**config.mk**
```make
export PLATFORM = sky130hd
export DESIGN_NAME = cartridge_bank_address_mapper_core
export DESIGN_NICKNAME = d
export VERILOG_FILES = /design/src/rtl/cbam_pkg.sv /design/src/rtl/cbam_rem_unit.sv /design/src/rtl/cbam_bank_regs.sv /design/src/rtl/cartridge_bank_address_mapper_core.sv
export SDC_FILE = /design/constraint.sdc
export NUM_CORES = 1
export LEC_CHECK = 0
export BUFFER_PORTS_ARGS = -buffer_cell sky130_fd_sc_hd__clkbuf_2
export CAP_MARGIN = 20
export CORE_MARGIN = 8
export CORE_UTILIZATION = 60
export CTS_BUF_LIST = sky130_fd_sc_hd__clkbuf_4 sky130_fd_sc_hd__clkbuf_8
export CTS_CLUSTER_SIZE = 25
export DETAILED_ROUTE_END_ITERATION = 8
export PLACE_DENSITY = 0.92
export SLEW_MARGIN = 20
export SYNTH_ARGS = -nofsm -noshare
export SYNTH_HDL_FRONTEND = slang
export SYNTH_SLANG_ARGS = --single-unit
```
**constraint.sdc**
```tcl
create_clock -name clk -period 3.9 [get_ports clk]
set_input_delay 0 -clock clk [delete_from_list [all_inputs] [get_ports clk]]
set_output_delay 0 -clock clk [all_outputs]
set_load 0.01 [all_outputs]
```
**src/rtl/cbam_pkg.sv**
```systemverilog
// ---------------------------------------------------------------------------
// cbam_pkg
// Types and constants shared by the cartridge bank address mapper modules.
// ---------------------------------------------------------------------------
package cbam_pkg;

  // request codes
  localparam logic [1:0] REQ_CPU_WRITE = 2'd0;
  localparam logic [1:0] REQ_CPU_READ  = 2'd1;
  localparam logic [1:0] REQ_PPU_READ  = 2'd2;
  localparam logic [1:0] REQ_PPU_WRITE = 2'd3;

  // mirroring codes
  localparam logic [1:0] MIR_HORIZ    = 2'd0;
  localparam logic [1:0] MIR_VERT     = 2'd1;
  localparam logic [1:0] MIR_ONE_LOW  = 2'd2;
  localparam logic [1:0] MIR_ONE_HIGH = 2'd3;

  // CPU register pages (address bits 15:12 after masking with F003)
  localparam logic [3:0] PAGE_PRG16 = 4'h8;
  localparam logic [3:0] PAGE_CTRL  = 4'hB;
  localparam logic [3:0] PAGE_PRG8  = 4'hC;
  localparam logic [3:0] PAGE_CHR_LO = 4'hD;
  localparam logic [3:0] PAGE_CHR_HI = 4'hE;
  localparam logic [1:0] CTRL_LOW_BITS = 2'd3;

  localparam logic [7:0] CTRL_RESET = 8'h20;
  localparam logic [7:0] CTRL_NT_MASK = 8'h2F;

  // nametable layout codes (control byte masked with 2F)
  localparam logic [7:0] NT_VERT_A  = 8'h20;
  localparam logic [7:0] NT_VERT_B  = 8'h27;
  localparam logic [7:0] NT_HORIZ_A = 8'h23;
  localparam logic [7:0] NT_HORIZ_B = 8'h24;
  localparam logic [7:0] NT_LOW_A   = 8'h28;
  localparam logic [7:0] NT_LOW_B   = 8'h2F;
  localparam logic [7:0] NT_HIGH_A  = 8'h2B;
  localparam logic [7:0] NT_HIGH_B  = 8'h2C;

  // config register indexes
  localparam logic CFG_PRG_BANKS = 1'b0;
  localparam logic CFG_CHR_BANKS = 1'b1;

  localparam int REM_W = 11;  // widest divisor: 255 * 8

  typedef struct packed {
    logic [1:0]  req_type;
    logic [15:0] address;
    logic [7:0]  write_data;
  } in_t;

  typedef struct packed {
    logic        mapped;
    logic [21:0] mapped_address;
    logic        ciram_page;
    logic [1:0]  mirror_mode;
  } out_t;

  typedef struct packed {
    logic        en;
    logic [15:0] address;
    logic [7:0]  data;
  } reg_wr_t;

  typedef struct packed {
    logic [3:0]      prg16_sel;
    logic [4:0]      prg8_sel;
    logic [7:0][7:0] chr_bank;
    logic [7:0]      control;
    logic [1:0]      mirror;
    logic [3:0]      ciram_map;
    logic [3:0][7:0] nt_bank;
  } bank_state_t;

  typedef enum logic [2:0] {
    S_IDLE,
    S_DECODE,
    S_REFRESH,
    S_DIV,
    S_DONE
  } seq_state_t;

  typedef enum logic [1:0] {
    K_PRG16,
    K_PRG8,
    K_CHR
  } addr_kind_t;

endpackage

```
**src/rtl/cbam_rem_unit.sv**
```systemverilog
// ---------------------------------------------------------------------------
// cbam_rem_unit
// Restoring remainder unit: 8-bit dividend modulo an 11-bit divisor, one
// quotient bit per cycle.
// ---------------------------------------------------------------------------
module cbam_rem_unit (
  input  logic                     clk,
  input  logic                     rst,
  input  logic                     start,
  input  logic [7:0]               dividend,
  input  logic [cbam_pkg::REM_W-1:0] divisor,
  output logic                     done,
  output logic [cbam_pkg::REM_W-1:0] remainder
);

  logic                       busy;
  logic [2:0]                 cnt;
  logic [7:0]                 dvd;
  logic [cbam_pkg::REM_W-1:0] dsr;
  logic [cbam_pkg::REM_W:0]   trial;
  logic [cbam_pkg::REM_W:0]   diff;

  always_comb begin
    trial = {remainder, dvd[7]};
    diff  = trial - {1'b0, dsr};
  end

  always_ff @(posedge clk) begin
    if (rst) begin
      busy <= 1'b0;
      done <= 1'b0;
      cnt  <= '0;
    end else begin
      done <= 1'b0;
      if (start) begin
        busy <= 1'b1;
        cnt  <= '0;
      end else if (busy) begin
        cnt <= cnt + 3'd1;
        if (cnt == 3'd7) begin
          busy <= 1'b0;
          done <= 1'b1;
        end
      end
    end
  end

  always_ff @(posedge clk) begin
    if (start) begin
      remainder <= '0;
      dvd       <= dividend;
      dsr       <= divisor;
    end else if (busy) begin
      dvd <= {dvd[6:0], 1'b0};
      // remainder stays below the divisor, so the top trial bit drops out
      if (!diff[cbam_pkg::REM_W]) remainder <= diff[cbam_pkg::REM_W-1:0];
      else                        remainder <= trial[cbam_pkg::REM_W-1:0];
    end
  end

endmodule

```
**src/rtl/cbam_bank_regs.sv**
```systemverilog
// ---------------------------------------------------------------------------
// cbam_bank_regs
// Banking registers written by CPU beats, plus the nametable tables that are
// recomputed the cycle after a control or character bank write.
// ---------------------------------------------------------------------------
module cbam_bank_regs (
  input  logic                  clk,
  input  logic                  rst,
  input  cbam_pkg::reg_wr_t     wr,
  output cbam_pkg::bank_state_t st
);

  logic [3:0]      prg16_sel;
  logic [4:0]      prg8_sel;
  logic [7:0][7:0] chr_bank;
  logic [7:0]      control;
  logic [1:0]      mirror;
  logic [3:0]      ciram_map;
  logic [3:0][7:0] nt_bank;

  logic            refresh;
  logic [7:0]      cb;
  logic [7:0]      b4, b5, b6, b7;
  logic [7:0]      e6, e7, o6, o7;
  logic [3:0][7:0] nt_gen;
  logic [3:0][7:0] nt_special;
  logic [3:0]      ciram_special;
  logic [1:0]      mirror_special;
  logic            special;
  logic [3:0]      ciram_next;
  logic [1:0]      mirror_next;
  logic [3:0][7:0] nt_next;
  logic [3:0]      page;
  logic            hit_chr;

  always_comb begin
    page    = wr.address[15:12];
    hit_chr = (page == cbam_pkg::PAGE_CHR_LO) || (page == cbam_pkg::PAGE_CHR_HI);
  end

  always_ff @(posedge clk) begin
    if (rst) begin
      prg16_sel <= '0;
      prg8_sel  <= '0;
      for (int i = 0; i < 8; i++) chr_bank[i] <= 8'(i);
      control   <= cbam_pkg::CTRL_RESET;
      refresh   <= 1'b0;
    end else begin
      refresh <= 1'b0;
      if (wr.en) begin
        if (page == cbam_pkg::PAGE_PRG16) begin
          prg16_sel <= wr.data[3:0];
        end else if (page == cbam_pkg::PAGE_CTRL &&
                     wr.address[1:0] == cbam_pkg::CTRL_LOW_BITS) begin
          control <= wr.data;
          refresh <= 1'b1;
        end else if (page == cbam_pkg::PAGE_PRG8) begin
          prg8_sel <= wr.data[4:0];
        end else if (hit_chr) begin
          chr_bank[{page == cbam_pkg::PAGE_CHR_HI, wr.address[1:0]}] <= wr.data;
          refresh <= 1'b1;
        end
      end
    end
  end

  // table recompute from the settled registers
  always_comb begin
    cb = control;
    b4 = chr_bank[4];
    b5 = chr_bank[5];
    b6 = chr_bank[6];
    b7 = chr_bank[7];
    e6 = {b6[7:1], 1'b0};
    e7 = {b7[7:1], 1'b0};
    o6 = {b6[7:1], 1'b1};
    o7 = {b7[7:1], 1'b1};

    special        = 1'b1;
    nt_special     = {o7, e7, o6, e6};
    ciram_special  = 4'b1010;
    mirror_special = cbam_pkg::MIR_VERT;
    case (cb & cbam_pkg::CTRL_NT_MASK) inside
      cbam_pkg::NT_VERT_A, cbam_pkg::NT_VERT_B: begin
        nt_special     = {o7, e7, o6, e6};
        ciram_special  = 4'b1010;
        mirror_special = cbam_pkg::MIR_VERT;
      end
      cbam_pkg::NT_HORIZ_A, cbam_pkg::NT_HORIZ_B: begin
        nt_special     = {o7, o6, e7, e6};
        ciram_special  = 4'b1100;
        mirror_special = cbam_pkg::MIR_HORIZ;
      end
      cbam_pkg::NT_LOW_A, cbam_pkg::NT_LOW_B: begin
        nt_special     = {e7, e7, e6, e6};
        ciram_special  = 4'b0000;
        mirror_special = cbam_pkg::MIR_ONE_LOW;
      end
      cbam_pkg::NT_HIGH_A, cbam_pkg::NT_HIGH_B: begin
        nt_special     = {o7, o6, o7, o6};
        ciram_special  = 4'b1111;
        mirror_special = cbam_pkg::MIR_ONE_HIGH;
      end
      default: special = 1'b0;
    endcase

    case (cb[2:0])
      3'd1, 3'd5:       nt_gen = {b7, b6, b5, b4};
      3'd2, 3'd3, 3'd4: nt_gen = {b7, b6, b7, b6};
      default:          nt_gen = {b7, b7, b6, b6};
    endcase

    if (special) begin
      nt_next     = nt_special;
      ciram_next  = ciram_special;
      mirror_next = mirror_special;
    end else begin
      nt_next    = nt_gen;
      ciram_next = {nt_gen[3][0], nt_gen[2][0], nt_gen[1][0], nt_gen[0][0]};
      if (cb[2:0] == 3'd0 || cb[2:0] >= 3'd6) begin
        if (!b6[0] && b7[0]) mirror_next = cbam_pkg::MIR_VERT;
        else mirror_next = b6[0] ? cbam_pkg::MIR_ONE_HIGH : cbam_pkg::MIR_ONE_LOW;
      end else begin
        mirror_next = cbam_pkg::MIR_VERT;
      end
    end
  end

  always_ff @(posedge clk) begin
    if (rst) begin
      mirror    <= cbam_pkg::MIR_VERT;
      ciram_map <= 4'b1010;
    end else if (refresh && !cb[4]) begin
      mirror    <= mirror_next;
      ciram_map <= ciram_next;
    end
  end

  // undefined until written; only read while control bit 4 is set
  always_ff @(posedge clk) begin
    if (refresh && cb[4]) nt_bank <= nt_next;
  end

  always_comb begin
    st.prg16_sel = prg16_sel;
    st.prg8_sel  = prg8_sel;
    st.chr_bank  = chr_bank;
    st.control   = control;
    st.mirror    = mirror;
    st.ciram_map = ciram_map;
    st.nt_bank   = nt_bank;
  end

endmodule

```
**src/rtl/cartridge_bank_address_mapper_core.sv**
```systemverilog
// ---------------------------------------------------------------------------
// cartridge_bank_address_mapper_core
// Maps CPU and PPU bus beats to program/character memory offsets.
// Fixed-bank, CIRAM and unmapped beats go from S_DECODE straight to S_DONE;
// register writes pass S_REFRESH, banked beats wait in S_DIV on the shared
// remainder unit. One beat in flight: S_DONE holds while the output stalls,
// and the next beat is accepted in S_IDLE. Synchronous reset restores all
// banking registers but nametable banks; config resets to 8 PRG banks, CHR RAM.
// ---------------------------------------------------------------------------
module cartridge_bank_address_mapper_core (
  input  logic            clk,
  input  logic            rst,
  input  logic            in_valid,
  output logic            in_stall,
  input  cbam_pkg::in_t   in_data,
  output logic            out_valid,
  input  logic            out_stall,
  output cbam_pkg::out_t  out_data,
  input  logic            psel,
  input  logic            penable,
  input  logic            pwrite,
  input  logic [2:0]      paddr,
  input  logic [31:0]     pwdata,
  output logic [31:0]     prdata,
  output logic            pready
);

  cbam_pkg::seq_state_t  state, state_next;
  cbam_pkg::in_t         item;
  cbam_pkg::bank_state_t bank;
  cbam_pkg::reg_wr_t     wr;
  cbam_pkg::addr_kind_t  kind, kind_d;

  logic [7:0]  prg_banks_16k;
  logic [7:0]  chr_banks_8k;

  logic        res_mapped, res_page;
  logic [21:0] res_addr;
  logic [13:0] offset;

  // decode outputs
  logic                       d_mapped, d_page, d_need_mod;
  logic [21:0]                d_addr;
  logic [13:0]                d_offset;
  logic [7:0]                 d_dividend;
  logic [cbam_pkg::REM_W-1:0] d_divisor;
  logic [cbam_pkg::REM_W-1:0] chr1k;
  logic [8:0]                 n8;
  logic [8:0]                 last8;
  logic [13:0]                ppu_a;
  logic                       ppu_ok;
  logic [2:0]                 slot;
  logic [2:0]                 pat_reg;
  logic                       two_k;
  logic [7:0]                 pat_bank;

  logic                       rem_start, rem_done;
  logic [cbam_pkg::REM_W-1:0] rem;

  // configuration port
  assign pready = 1'b1;

  always_ff @(posedge clk) begin
    if (rst) begin
      prg_banks_16k <= 8'd8;
      chr_banks_8k  <= 8'd0;
    end else if (psel && penable && pwrite) begin
      if (paddr[2] == cbam_pkg::CFG_PRG_BANKS) prg_banks_16k <= pwdata[7:0];
      else                                     chr_banks_8k  <= pwdata[7:0];
    end
  end

  always_comb begin
    prdata = '0;
    if (paddr[2] == cbam_pkg::CFG_PRG_BANKS) prdata[7:0] = prg_banks_16k;
    else                                     prdata[7:0] = chr_banks_8k;
  end

  cbam_bank_regs u_regs (
    .clk (clk),
    .rst (rst),
    .wr  (wr),
    .st  (bank)
  );

  cbam_rem_unit u_rem (
    .clk       (clk),
    .rst       (rst),
    .start     (rem_start),
    .dividend  (d_dividend),
    .divisor   (d_divisor),
    .done      (rem_done),
    .remainder (rem)
  );

  // beat decode
  always_comb begin
    n8     = {prg_banks_16k, 1'b0};
    last8  = n8 - 9'd1;
    chr1k  = (chr_banks_8k == 8'd0) ? cbam_pkg::REM_W'(8) : {chr_banks_8k, 3'b000};
    ppu_a  = item.address[13:0];
    ppu_ok = (item.req_type == cbam_pkg::REQ_PPU_READ) || (chr_banks_8k == 8'd0);

    slot = ppu_a[12:10];
    case (bank.control[1:0])
      2'd0: begin
        pat_reg = slot;
        two_k   = 1'b0;
      end
      2'd1: begin
        pat_reg = {1'b0, slot[2:1]};
        two_k   = 1'b1;
      end
      default: begin
        pat_reg = slot[2] ? {2'b10, slot[1]} : slot;
        two_k   = slot[2];
      end
    endcase
    pat_bank = bank.chr_bank[pat_reg];
    if (two_k && bank.control[5]) pat_bank = {pat_bank[7:1], slot[0]};

    d_mapped   = 1'b0;
    d_page     = 1'b0;
    d_need_mod = 1'b0;
    d_addr     = '0;
    d_offset   = '0;
    d_dividend = '0;
    d_divisor  = chr1k;
    kind_d     = cbam_pkg::K_CHR;

    case (item.req_type)
      cbam_pkg::REQ_CPU_WRITE: ;
      cbam_pkg::REQ_CPU_READ: begin
        if (prg_banks_16k != 8'd0 && item.address[15]) begin
          d_mapped = 1'b1;
          if (!item.address[14]) begin
            d_need_mod = 1'b1;
            kind_d     = cbam_pkg::K_PRG16;
            d_dividend = {4'b0, bank.prg16_sel};
            d_divisor  = cbam_pkg::REM_W'(prg_banks_16k);
            d_offset   = item.address[13:0];
          end else if (!item.address[13]) begin
            d_need_mod = 1'b1;
            kind_d     = cbam_pkg::K_PRG8;
            d_dividend = {3'b0, bank.prg8_sel};
            d_divisor  = cbam_pkg::REM_W'(n8);
            d_offset   = {1'b0, item.address[12:0]};
          end else begin
            d_addr = {last8, item.address[12:0]};
          end
        end
      end
      default: begin
        d_offset = {4'b0, ppu_a[9:0]};
        if (!ppu_a[13]) begin
          if (ppu_ok) begin
            d_mapped   = 1'b1;
            d_need_mod = 1'b1;
            d_dividend = pat_bank;
          end
        end else if (ppu_a[13:8] != 6'h3F) begin
          if (bank.control[4]) begin
            if (ppu_ok) begin
              d_mapped   = 1'b1;
              d_need_mod = 1'b1;
              d_dividend = bank.nt_bank[ppu_a[11:10]];
            end
          end else begin
            d_page = bank.ciram_map[ppu_a[11:10]];
          end
        end
      end
    endcase
  end

  // sequencer: next state
  always_comb begin
    state_next = state;
    unique case (state)
      cbam_pkg::S_IDLE:    if (in_valid) state_next = cbam_pkg::S_DECODE;
      cbam_pkg::S_DECODE: begin
        if (item.req_type == cbam_pkg::REQ_CPU_WRITE) state_next = cbam_pkg::S_REFRESH;
        else if (d_need_mod)                          state_next = cbam_pkg::S_DIV;
        else                                          state_next = cbam_pkg::S_DONE;
      end
      cbam_pkg::S_REFRESH: state_next = cbam_pkg::S_DONE;
      cbam_pkg::S_DIV:     if (rem_done) state_next = cbam_pkg::S_DONE;
      cbam_pkg::S_DONE:    if (!out_stall) state_next = cbam_pkg::S_IDLE;
      default:             state_next = cbam_pkg::S_IDLE;
    endcase
  end

  // sequencer: outputs
  always_comb begin
    in_stall   = 1'b1;
    out_valid  = 1'b0;
    rem_start  = 1'b0;
    wr.en      = 1'b0;
    wr.address = item.address;
    wr.data    = item.write_data;
    unique case (state)
      cbam_pkg::S_IDLE:   in_stall = 1'b0;
      cbam_pkg::S_DECODE: begin
        wr.en     = (item.req_type == cbam_pkg::REQ_CPU_WRITE);
        rem_start = d_need_mod;
      end
      cbam_pkg::S_DONE:   out_valid = 1'b1;
      default: ;
    endcase
  end

  always_ff @(posedge clk) begin
    if (rst) state <= cbam_pkg::S_IDLE;
    else     state <= state_next;
  end

  always_ff @(posedge clk) begin
    if (state == cbam_pkg::S_IDLE && in_valid) item <= in_data;
    if (state == cbam_pkg::S_DECODE) begin
      res_mapped <= d_mapped;
      res_page   <= d_page;
      res_addr   <= d_addr;
      offset     <= d_offset;
      kind       <= kind_d;
    end else if (state == cbam_pkg::S_DIV && rem_done) begin
      case (kind)
        cbam_pkg::K_PRG16: res_addr <= {rem[7:0], offset};
        cbam_pkg::K_PRG8:  res_addr <= {rem[8:0], offset[12:0]};
        default:           res_addr <= {1'b0, rem, offset[9:0]};
      endcase
    end
  end

  always_comb begin
    out_data.mapped         = res_mapped;
    out_data.mapped_address = res_addr;
    out_data.ciram_page     = res_page;
    out_data.mirror_mode    = bank.mirror;
  end

endmodule
```
==> results.sh, run 1 <==
export IMPL_status="completed"
export IMPL_cap_violations=0
export IMPL_setup_viol=0
export IMPL_areaGrowthSynthToFinish_pct=14.4
export IMPL_yosysTopAreaCellShare_pct=29.3
export IMPL_p_sw_share_pct=31.2
export IMPL_yosysUniqueCellTypes=80
export IMPL_irDropWorstVdd_mv=0.288
export IMPL_endpoint_kind="flip-flop"
export IMPL_hold_viol_final=0
export IMPL_initial_core_util_pct=61.4
export IMPL_met2WireLength_um=16100
export IMPL_p_int_mw=4.67
export IMPL_path_clk_slew_ns=0.10
export IMPL_clock_root_buffer="clkbuf_8"
export IMPL_postRouteAntennaNets=0
export IMPL_core_um2=19500
export IMPL_p_seq_share_pct=44.5
export IMPL_ios=129
export IMPL_grt_start_max_net_pins=62
export IMPL_dr_total_vias=10400
export IMPL_combPwrFrac_pct=19.7
export IMPL_grt_pass1_vias=10200
export IMPL_die_h_um=157
export IMPL_skew_ns=0.0580
export IMPL_cp_required_ns=4.29
export IMPL_rows=51
export IMPL_wl_met1_um=11800
export IMPL_gp_congestion=0.950
export IMPL_report_final_slew_viol_count=0
export IMPL_clock_sinks=238
export IMPL_fmax_ghz=0.293
export IMPL_layout_drive_gt1_share_pct=16.7
export IMPL_fin_crit_sh_pct=87.6
export IMPL_synth_common_cells="nor2_1, dfxtp_1, edfxtp_1"
export IMPL_async_flop_share_pct=0
export IMPL_post_cts_setup_buffer_count=0
export IMPL_worstSkewPairLatency_ns=0.58
export IMPL_clockBufferDepth=3
export IMPL_die_area_um2=24800
export IMPL_grt_usage_pct=27.6
export IMPL_synth_area_um2=12000
export IMPL_relSlewSlack_pct=32.3
export IMPL_synthCells=1195
export IMPL_top_layer="met5"
export IMPL_finalSetupTns_ns=0
export IMPL_fin_cells=1591
export IMPL_synth_edf_count=117
export IMPL_yosys_area_top_type="edfxtp_1"
export IMPL_drt_iter0_drc=1340
export IMPL_hpwl_um=21200
export IMPL_yosys_top_cells_area="edfxtp_1, dfxtp_1, mux2i_1"
export IMPL_die_w_um=157
export IMPL_p_per_area_nw_per_um2=495
export IMPL_firstDrtPassIters=7
export IMPL_routed_wl_um=34900
export IMPL_ys_ff_latch=238
export IMPL_route_detailed_drc=0
export IMPL_hp_class="in2reg"
export IMPL_crit_fanout=22
export IMPL_yosys_warnings=0
export IMPL_syn_area_per_cell_um2=10.0
export IMPL_dr_wl_met3_um=4070
export IMPL_worst_setup_path_type="reg2reg"
export IMPL_netSwitchingPower_mw=2.12
export IMPL_numCtsBuffers=39
export IMPL_place_area_um2=12500
export IMPL_finalCriticalPeriod_ns=3.42
export IMPL_finalInstanceArea_um2=13700
export IMPL_yosysMostFrequentCell="nor2_1"
export IMPL_ys_seq_area_share_pct=49.5
export IMPL_wl_per_cell_um=21.9
export IMPL_antenna_found_initial=2
export IMPL_placedCellCount=1479
export IMPL_numPortBuffers=77
export IMPL_p_clk_share_pct=35.8
export IMPL_synth_flop_cell="dfxtp_1"
export IMPL_rsz0062_at_grt="false"
export IMPL_nets=1378
export IMPL_leakage_nw=5.33
export IMPL_tightestPinTransition_ns=1.00
export IMPL_critPathArrivalTime_ns=3.81
export IMPL_grt_pass1_wl_um=53400
export IMPL_viasPerCell=6.57
export IMPL_grt_overflow=0
export IMPL_crit_path_start_kind="flip-flop"
export IMPL_tritoncts="yes"
export IMPL_h_tree_depth=2
-- logic make-up after synthesis --
logic type / share of synthesized area, %
DFF: 49.5
AOI/OAI and AO/OA: 14.3
adders and majority gates: 1.82
other: 0.0626
buffers and inverters: 5.57
xor gates and xnor gates: 0.876
muxes: 12.1
and+or+nand+nor: 15.8
-- layout by cell type (no fill, tap or decap), types with 26 or more instances in the layout --
master	count
a21oi_1	67
buf_4	26
clkbuf_2	76
clkbuf_8	43
dfxtp_1	121
dlygate4sd3_1	39
edfxtp_1	117
inv_1	38
mux2i_1	88
nand2_1	106
nor2_1	142
o21ai_0	30
o22ai_1	31
-- metal layers --
metal | vias up | GRT usage (%)
li1 | 4540 | -
met1 | 4841 | 30.0
met2 | 805 | 45.2
met3 | 258 | 7.79
met4 | 2 | 21.2
met5 | - | 0
-- final timing paths --
check,depth (start not counted),startpoint,end,slack (ns)
min,2,rst,u_regs.st[65],0.007
max,7,item[19],u_rem.dvd[3],0.48
min reg2reg,2,u_regs.ciram_map[2],u_regs.ciram_map[2],0.48
max reg2reg,7,item[19],u_rem.dvd[3],0.48
-- layout make-up --
class | instances | area [µm²]
Sequential cell | 238 | 5940
Fill cell | 1289 | 5800
Multi-Input combinational cell | 832 | 5480
Timing Repair Buffer | 142 | 971
Clock buffer | 56 | 689
Tap cell | 265 | 332
Clock inverter | 16 | 155
Inverter | 41 | 154
Antenna cell | 1 | 2.50
-- power groups by stage --
stage	Clock [mW]	Combinational (mW)	Sequential (mW)
after floorplan	0	0.963	2.97
after global placement	0	1.19	3.05
after detailed placement	0	1.24	3.05
after CTS	2.36	1.29	3.00
after global routing	2.55	1.45	3.03
final	2.43	1.34	3.02
-- timing repair --
item                                    CTS  global route
hold endpoints to repair                 44             0
endpoints found under the setup margin    0             0
resized for setup                         0             0
hold buffers                             39             0
-- per-stage QoR --
step | power (mW) | worst slack, ns | hold slack, ns | utilization, %
after floorplan | 3.93 | 1.14 | 0.0989 | -
after CTS | 6.65 | 0.691 | 0.0120 | 70.3
final | 6.79 | 0.482 | 0.00657 | 70.3
after global routing | 7.02 | 0.465 | 0.0528 | 70.3
after global placement | 4.24 | 0.764 | 0.176 | 63.9
after detailed placement | 4.29 | 0.735 | 0.179 | 63.9
-- sequential cells by signal (all words and copies together) (netlist names), 8 cells and up --
| signal | flops |
|---|---|
| u_regs.st | 64 |
| item | 26 |
| res_addr | 22 |
| offset | 14 |
| u_rem.dsr | 11 |
| u_rem.remainder | 11 |
| chr_banks_8k | 8 |
| prg_banks_16k | 8 |
| u_regs.b4 | 8 |
| u_regs.b5 | 8 |
| u_regs.b6 | 8 |
| u_regs.b7 | 8 |
| u_rem.dvd | 8 |
-- critical path: stages (launching register included) --
cell,delay (ns)
edfxtp_1,0.81
buf_4,0.41
and3b_1,0.22
o21ai_0,0.45
a32oi_1,0.25
o41ai_1,0.65
a31oi_1,0.21
o211ai_1,0.22
No activity file was read; power rests on OpenSTA's default activity.
==> run 2: changes to the inputs <==
BUFFER_PORTS_ARGS = not set   (was -buffer_cell sky130_fd_sc_hd__clkbuf_2)
CORE_ASPECT_RATIO = 1.75   (was not set)
CORE_MARGIN = 3   (was 8)
DONT_BUFFER_PORTS = 1   (was not set)
PLACE_DENSITY = 0.87   (was 0.92)
==> results.sh, run 2 (synthesized netlist as in run 1, its figures left out) <==
export IMPL_crit_fanout=15
export IMPL_critPathArrivalTime_ns=3.61
export IMPL_hold_viol_final=0
export IMPL_finalInstanceArea_um2=13400
export IMPL_routed_wl_um=32600
export IMPL_numCtsBuffers=36
export IMPL_relSlewSlack_pct=26.7
export IMPL_nets=1309
export IMPL_crit_chain="or3b_1, or3_1, or3_1, nor2_2, mux2i_1, nor2_1"
export IMPL_die_w_um=113
export IMPL_layout_drive_gt1_share_pct=11.2
export IMPL_path_clk_slew_ns=0.07
export IMPL_hp_class="in2reg"
export IMPL_setup_slack_ns=0.691
export IMPL_grt_pass1_vias=9900
export IMPL_drt_iter0_drc=1025
export IMPL_die_h_um=193
export IMPL_clockBufferDepth=3
export IMPL_tightestPinTransition_ns=1.07
export IMPL_endpoint_kind="flip-flop"
export IMPL_die_area_um2=21800
export IMPL_finalCriticalPeriod_ns=3.21
export IMPL_place_area_um2=12100
export IMPL_worstSkewPairLatency_ns=0.54
export IMPL_wl_per_cell_um=21.8
export IMPL_fillers=1366
export IMPL_areaGrowthSynthToFinish_pct=11.6
export IMPL_ctsResizeCount=0
export IMPL_finalPower_mw=6.57
export IMPL_worst_path_max_delay_cell="nor2_2"
export IMPL_route_detailed_drc=0
export IMPL_firstDrtPassIters=5
export IMPL_top_layer="met4"
export IMPL_met2WireLength_um=16900
export IMPL_core_um2=19400
export IMPL_viasPerCell=6.49
export IMPL_finalSetupTns_ns=0
export IMPL_grt_usage_pct=29.8
export IMPL_tritoncts="yes"
export IMPL_initial_core_util_pct=61.9
export IMPL_rows=67
export IMPL_diodes=0
export IMPL_h_tree_depth=2
export IMPL_multiInputGateArea_um2=5490
export IMPL_critical_path_max_stage_delay_ns=0.66
export IMPL_largest_reg_flops=64
export IMPL_clock_root_buffer="clkbuf_8"
export IMPL_gp_congestion=0.977
export IMPL_postRouteAntennaNets=0
export IMPL_dp_slack_ns=0.800
export IMPL_setup_viol=0
export IMPL_numPortBuffers=0
export IMPL_leakage_nw=5.04
export IMPL_final_common_cell="nor2_1"
export IMPL_seqCellArea_um2=5940
export IMPL_fmax_ghz=0.312
export IMPL_grt_pass1_wl_um=51600
export IMPL_p_per_area_nw_per_um2=491
export IMPL_dr_total_vias=9696
export IMPL_wl_met1_um=11000
export IMPL_fin_crit_sh_pct=82.3
export IMPL_crit_top_cell="or3_1"
export IMPL_clock_sinks=238
export IMPL_crit_path_start_kind="flip-flop"
export IMPL_antenna_found_initial=0
export IMPL_grt_overflow=0
export IMPL_status="completed"
export IMPL_cp_required_ns=4.30
export IMPL_ios=129
export IMPL_worst_setup_path_type="reg2reg"
export IMPL_grt_start_max_net_pins=102
export IMPL_dr_wl_met3_um=2110
export IMPL_report_final_slew_viol_count=0
export IMPL_final_cell_mix="nor2_1, dfxtp_1, edfxtp_1, nand2_1, mux2i_1"
export IMPL_rsz0062_at_grt="false"
export IMPL_cap_violations=0
export IMPL_skew_ns=0.0190
export IMPL_irDropWorstVdd_mv=0.436
export IMPL_hpwl_um=22000
run 2: cell count changes in the layout (fill, tap and decap cells not counted), sizes merged:
cell         change
diode            -1
dlygate4sd3     +12
buf              -2
clkinv           -2
clkbuf          -79
clkinvlp         +1
bufinv           -1
inv              -1
run 2: path summary, 6_finish.rpt:
path	startpoint	endpoint	slack [ns]	depth (start not counted)
worst min register to register	u_regs.ciram_map[1]	u_regs.ciram_map[1]	0.47	1
worst max register to register	state[0]	u_regs.b6[0]	0.69	6
worst max-delay path	state[0]	u_regs.b6[0]	0.69	6
worst min-delay path	in_valid	item[24]	0.07	2
run 2: worst max-delay path, delay by kind of cell, from the launching register on:
family	cells	cell delay [ns]
flops	1	0.42
mux	1	0.29
simple gates	5	2.37
run 2: metal layers:
layer | up-vias | GRT usage, %
met5 | - | 0
met4 | 0 | 21.1
met3 | 186 | 5.22
met2 | 513 | 53.9
met1 | 4604 | 30.7
li1 | 4393 | -
run 2: final cells by class:
cell class | instances | area share, %
timing repair buffer | 76 | 5.36
sequential | 238 | 44.3
inverter | 41 | 1.15
clock buffer | 53 | 5.03
clock inverter | 13 | 0.869
multi-input combinational | 832 | 41.0
tap | 241 | 2.25
run 2: report_power, final:
| group | internal, mW | switching (mW) | total, mW | leakage (nW) |
|---|---|---|---|---|
| clock | 1.25 | 1.00 | 2.25 | 0.414 |
| combinational | 0.481 | 0.791 | 1.27 | 2.55 |
| sequential | 2.82 | 0.229 | 3.05 | 2.07 |
| total | 4.54 | 2.02 | 6.57 | 5.04 |
run 2: timing repair:
| item | 4_1_cts | 5_1_grt |
|---|---|---|
| endpoints found under the setup margin | 0 | 0 |
| hold buffers | 52 | 0 |
| endpoints found under the hold margin | 136 | 0 |
| buffers inserted | 0 | 0 |
run 2: through the flow:
step / utilization (%) / cells / hold slack, ns
after floorplan: - / 1218 / 0.0989
after global placement: 62.2 / 1376 / 0.0832
after detailed placement: 62.2 / 1376 / 0.0852
after CTS: 69.1 / 1494 / 0.0564
after global routing: 69.1 / 1494 / 0.0689
final: 69.1 / 1494 / 0.0672
==> run 3: changes to the inputs <==
ABC_AREA = 1   (was not set)
PLACE_DENSITY = 0.9   (was 0.87)
clock period = 2.9 ns   (was 3.9 ns; I/O delays follow)
==> results.sh, run 3 <==
export IMPL_tritoncts="yes"
export IMPL_dr_total_vias=10200
export IMPL_firstDrtPassIters=6
export IMPL_die_area_um2=21000
export IMPL_grt_pass1_wl_um=49900
export IMPL_ys_seq_area_share_pct=51.5
export IMPL_cpLargestDelayFamily="compound AO/OA/AOI/OAI gates"
export IMPL_holdWs_ns=0.0602
export IMPL_fillers=1352
export IMPL_nets=1488
export IMPL_skew_ns=0.0328
export IMPL_core_um2=18700
export IMPL_dp_slack_ns=0.416
export IMPL_fin_crit_sh_pct=91.1
export IMPL_fin_cells=1669
export IMPL_gp_congestion=0.988
export IMPL_synth_flop_cell="dfxtp_1"
export IMPL_ctsResizeCount=0
export IMPL_cap_violations=0
export IMPL_worst_setup_path_type="reg2reg"
export IMPL_final_common_cell="nand2_1"
export IMPL_grt_pass1_vias=10100
export IMPL_tightestPinTransition_ns=0.951
export IMPL_wl_per_cell_um=19.3
export IMPL_finalCriticalPeriod_ns=2.64
export IMPL_setup_slack_ns=0.259
export IMPL_grt_overflow=0
export IMPL_hold_viol_final=0
export IMPL_cp_depth=5
export IMPL_worst_path_max_delay_cell="o21ai_0"
export IMPL_ys_ff_latch=238
export IMPL_yosys_warnings=0
export IMPL_areaGrowthSynthToFinish_pct=10.4
export IMPL_crit_top_cell="o21ai_0"
export IMPL_die_h_um=189
export IMPL_critPathArrivalTime_ns=2.81
export IMPL_synth_xor_xnor_area_share_pct=1.06
export IMPL_synth_compound_area_share_pct=15.6
export IMPL_whs_path_depth=2
export IMPL_irDropWorstVdd_mv=0.547
export IMPL_route_detailed_drc=0
export IMPL_worstRegToRegCells=5
export IMPL_setup_viol=0
export IMPL_worstSkewPairLatency_ns=0.53
export IMPL_synthCells=1361
export IMPL_leakage_nw=5.46
export IMPL_report_final_slew_viol_count=0
export IMPL_postRouteAntennaNets=0
export IMPL_initial_core_util_pct=61.5
export IMPL_finalPower_mw=9.98
export IMPL_antenna_found_initial=0
export IMPL_async_flop_share_pct=0
export IMPL_synth_top_family_by_area="simple AND/OR/NAND/NOR gates"
export IMPL_yosys_top_cells_area="edfxtp_1, dfxtp_1, nand2_1"
export IMPL_largest_reg_flops=64
export IMPL_final_cell_mix="nand2_1, o21ai_0, inv_1, nor2_1, dfxtp_1"
export IMPL_synth_edf_count=117
export IMPL_numPortBuffers=0
export IMPL_clock_sinks=238
export IMPL_path_buf_inv=1
export IMPL_crit_chain="clkinv_1, nand2_1, o22ai_1, o21ai_0, o21ai_0"
export IMPL_synth_fa_ha_area_share_pct=1.80
export IMPL_rows=66
export IMPL_viasPerCell=6.10
export IMPL_path_clk_slew_ns=0.07
export IMPL_fmax_ghz=0.379
export IMPL_clockBufferDepth=3
export IMPL_numCtsBuffers=35
export IMPL_finalSetupTns_ns=0
export IMPL_crit_fanout=9
export IMPL_placedCellCount=1562
export IMPL_critical_path_max_stage_delay_ns=0.75
export IMPL_cp_required_ns=3.07
export IMPL_grt_start_max_net_pins=56
export IMPL_yosys_area_top_type="edfxtp_1"
export IMPL_diodes=0
export IMPL_grt_usage_pct=29.8
export IMPL_hpwl_um=21700
export IMPL_post_cts_setup_buffer_count=0
export IMPL_syn_area_per_cell_um2=8.48
export IMPL_routed_wl_um=32200
export IMPL_yosysUniqueCellTypes=49
export IMPL_synth_area_um2=11500
export IMPL_p_per_area_nw_per_um2=784
export IMPL_ios=129
export IMPL_rsz0062_at_grt="false"
export IMPL_drt_iter0_drc=1230
export IMPL_die_w_um=111
export IMPL_endpoint_kind="flip-flop"
export IMPL_hp_class="in2reg"
export IMPL_synth_mux_area_fraction_pct=0
export IMPL_synthSimpleGateAreaFrac_pct=20.5
export IMPL_status="completed"
export IMPL_synth_common_cells="nand2_1, o21ai_0, inv_1, nor2_1, dfxtp_1"
export IMPL_yosysMostFrequentCell="nand2_1"
export IMPL_h_tree_depth=2
export IMPL_yosysTopAreaCellShare_pct=30.5
export IMPL_relSlewSlack_pct=35.9
export IMPL_crit_path_start_kind="flip-flop"
export IMPL_clock_root_buffer="clkbuf_8"
export IMPL_layout_drive_gt1_share_pct=10.1
run 3: cell types whose count changed after synthesis, sizes merged, moves of 14 or more:
cell | before | now
mux2 | 20 | 0
o21ai | 31 | 162
nand3 | 25 | 96
mux4 | 15 | 0
a21oi | 68 | 95
nor3 | 27 | 10
buf | 42 | 56
clkbuf | 65 | 28
nor2b | 23 | 0
mux2i | 89 | 0
nand2 | 106 | 278
inv | 39 | 143
run 3: metrics by stage:
| step | area (µm²) | util (%) |
|---|---|---|
| final | 12700 | 67.9 |
| after global placement | 11600 | 61.8 |
| after global routing | 12700 | 67.9 |
| after floorplan | 11600 | - |
| after detailed placement | 11600 | 61.8 |
| after CTS | 12700 | 67.9 |
run 3: cells by family after synthesis:
kind of cell,after synthesis
adder cells (fa/ha/maj),16
other,2
AO/OA/AOI/OAI,325
XOR/XNOR,14
buffers and inverters,235
AND/OR/NAND/NOR,531
flip-flops,238
run 3: metal layers:
layer	track usage (%)	share of wire, %	vias to the layer above
li1	-	-	4616
met1	27.3	31	4635
met2	53.5	51	666
met3	5.85	7.8	267
met4	28.9	11	0
met5	0	0	-
run 3: what timing repair did:
item / CTS / global route
setup endpoints to repair: 0 / 1
endpoints found under the hold margin: 57 / 0
hold buffers: 42 / 0
run 3: layout make-up:
cell class | instances | area, µm² | area share [%]
Clock inverter | 9 | 50.0 | 0.393
Multi-Input combinational cell | 912 | 4600 | 36.1
Tap cell | 238 | 298 | 2.34
Inverter | 151 | 579 | 4.55
Sequential cell | 238 | 5940 | 46.6
Timing Repair Buffer | 66 | 601 | 4.72
Clock buffer | 55 | 669 | 5.26
run 3: final timing paths:
path                      start         endpoint  slack (ns)
setup / recovery        kind[1]     res_addr[15]        0.26
hold / removal         paddr[2]  chr_banks_8k[5]        0.06
setup reg to reg        kind[1]     res_addr[15]        0.26
hold reg to reg   u_regs.st[51]    u_regs.st[51]        0.46
run 3: power by group:
part	leakage, nW	internal [mW]	switching, mW
Sequential	2.15	4.11	0.399
Clock	0.389	1.48	1.28
Combinational	2.92	0.808	1.91
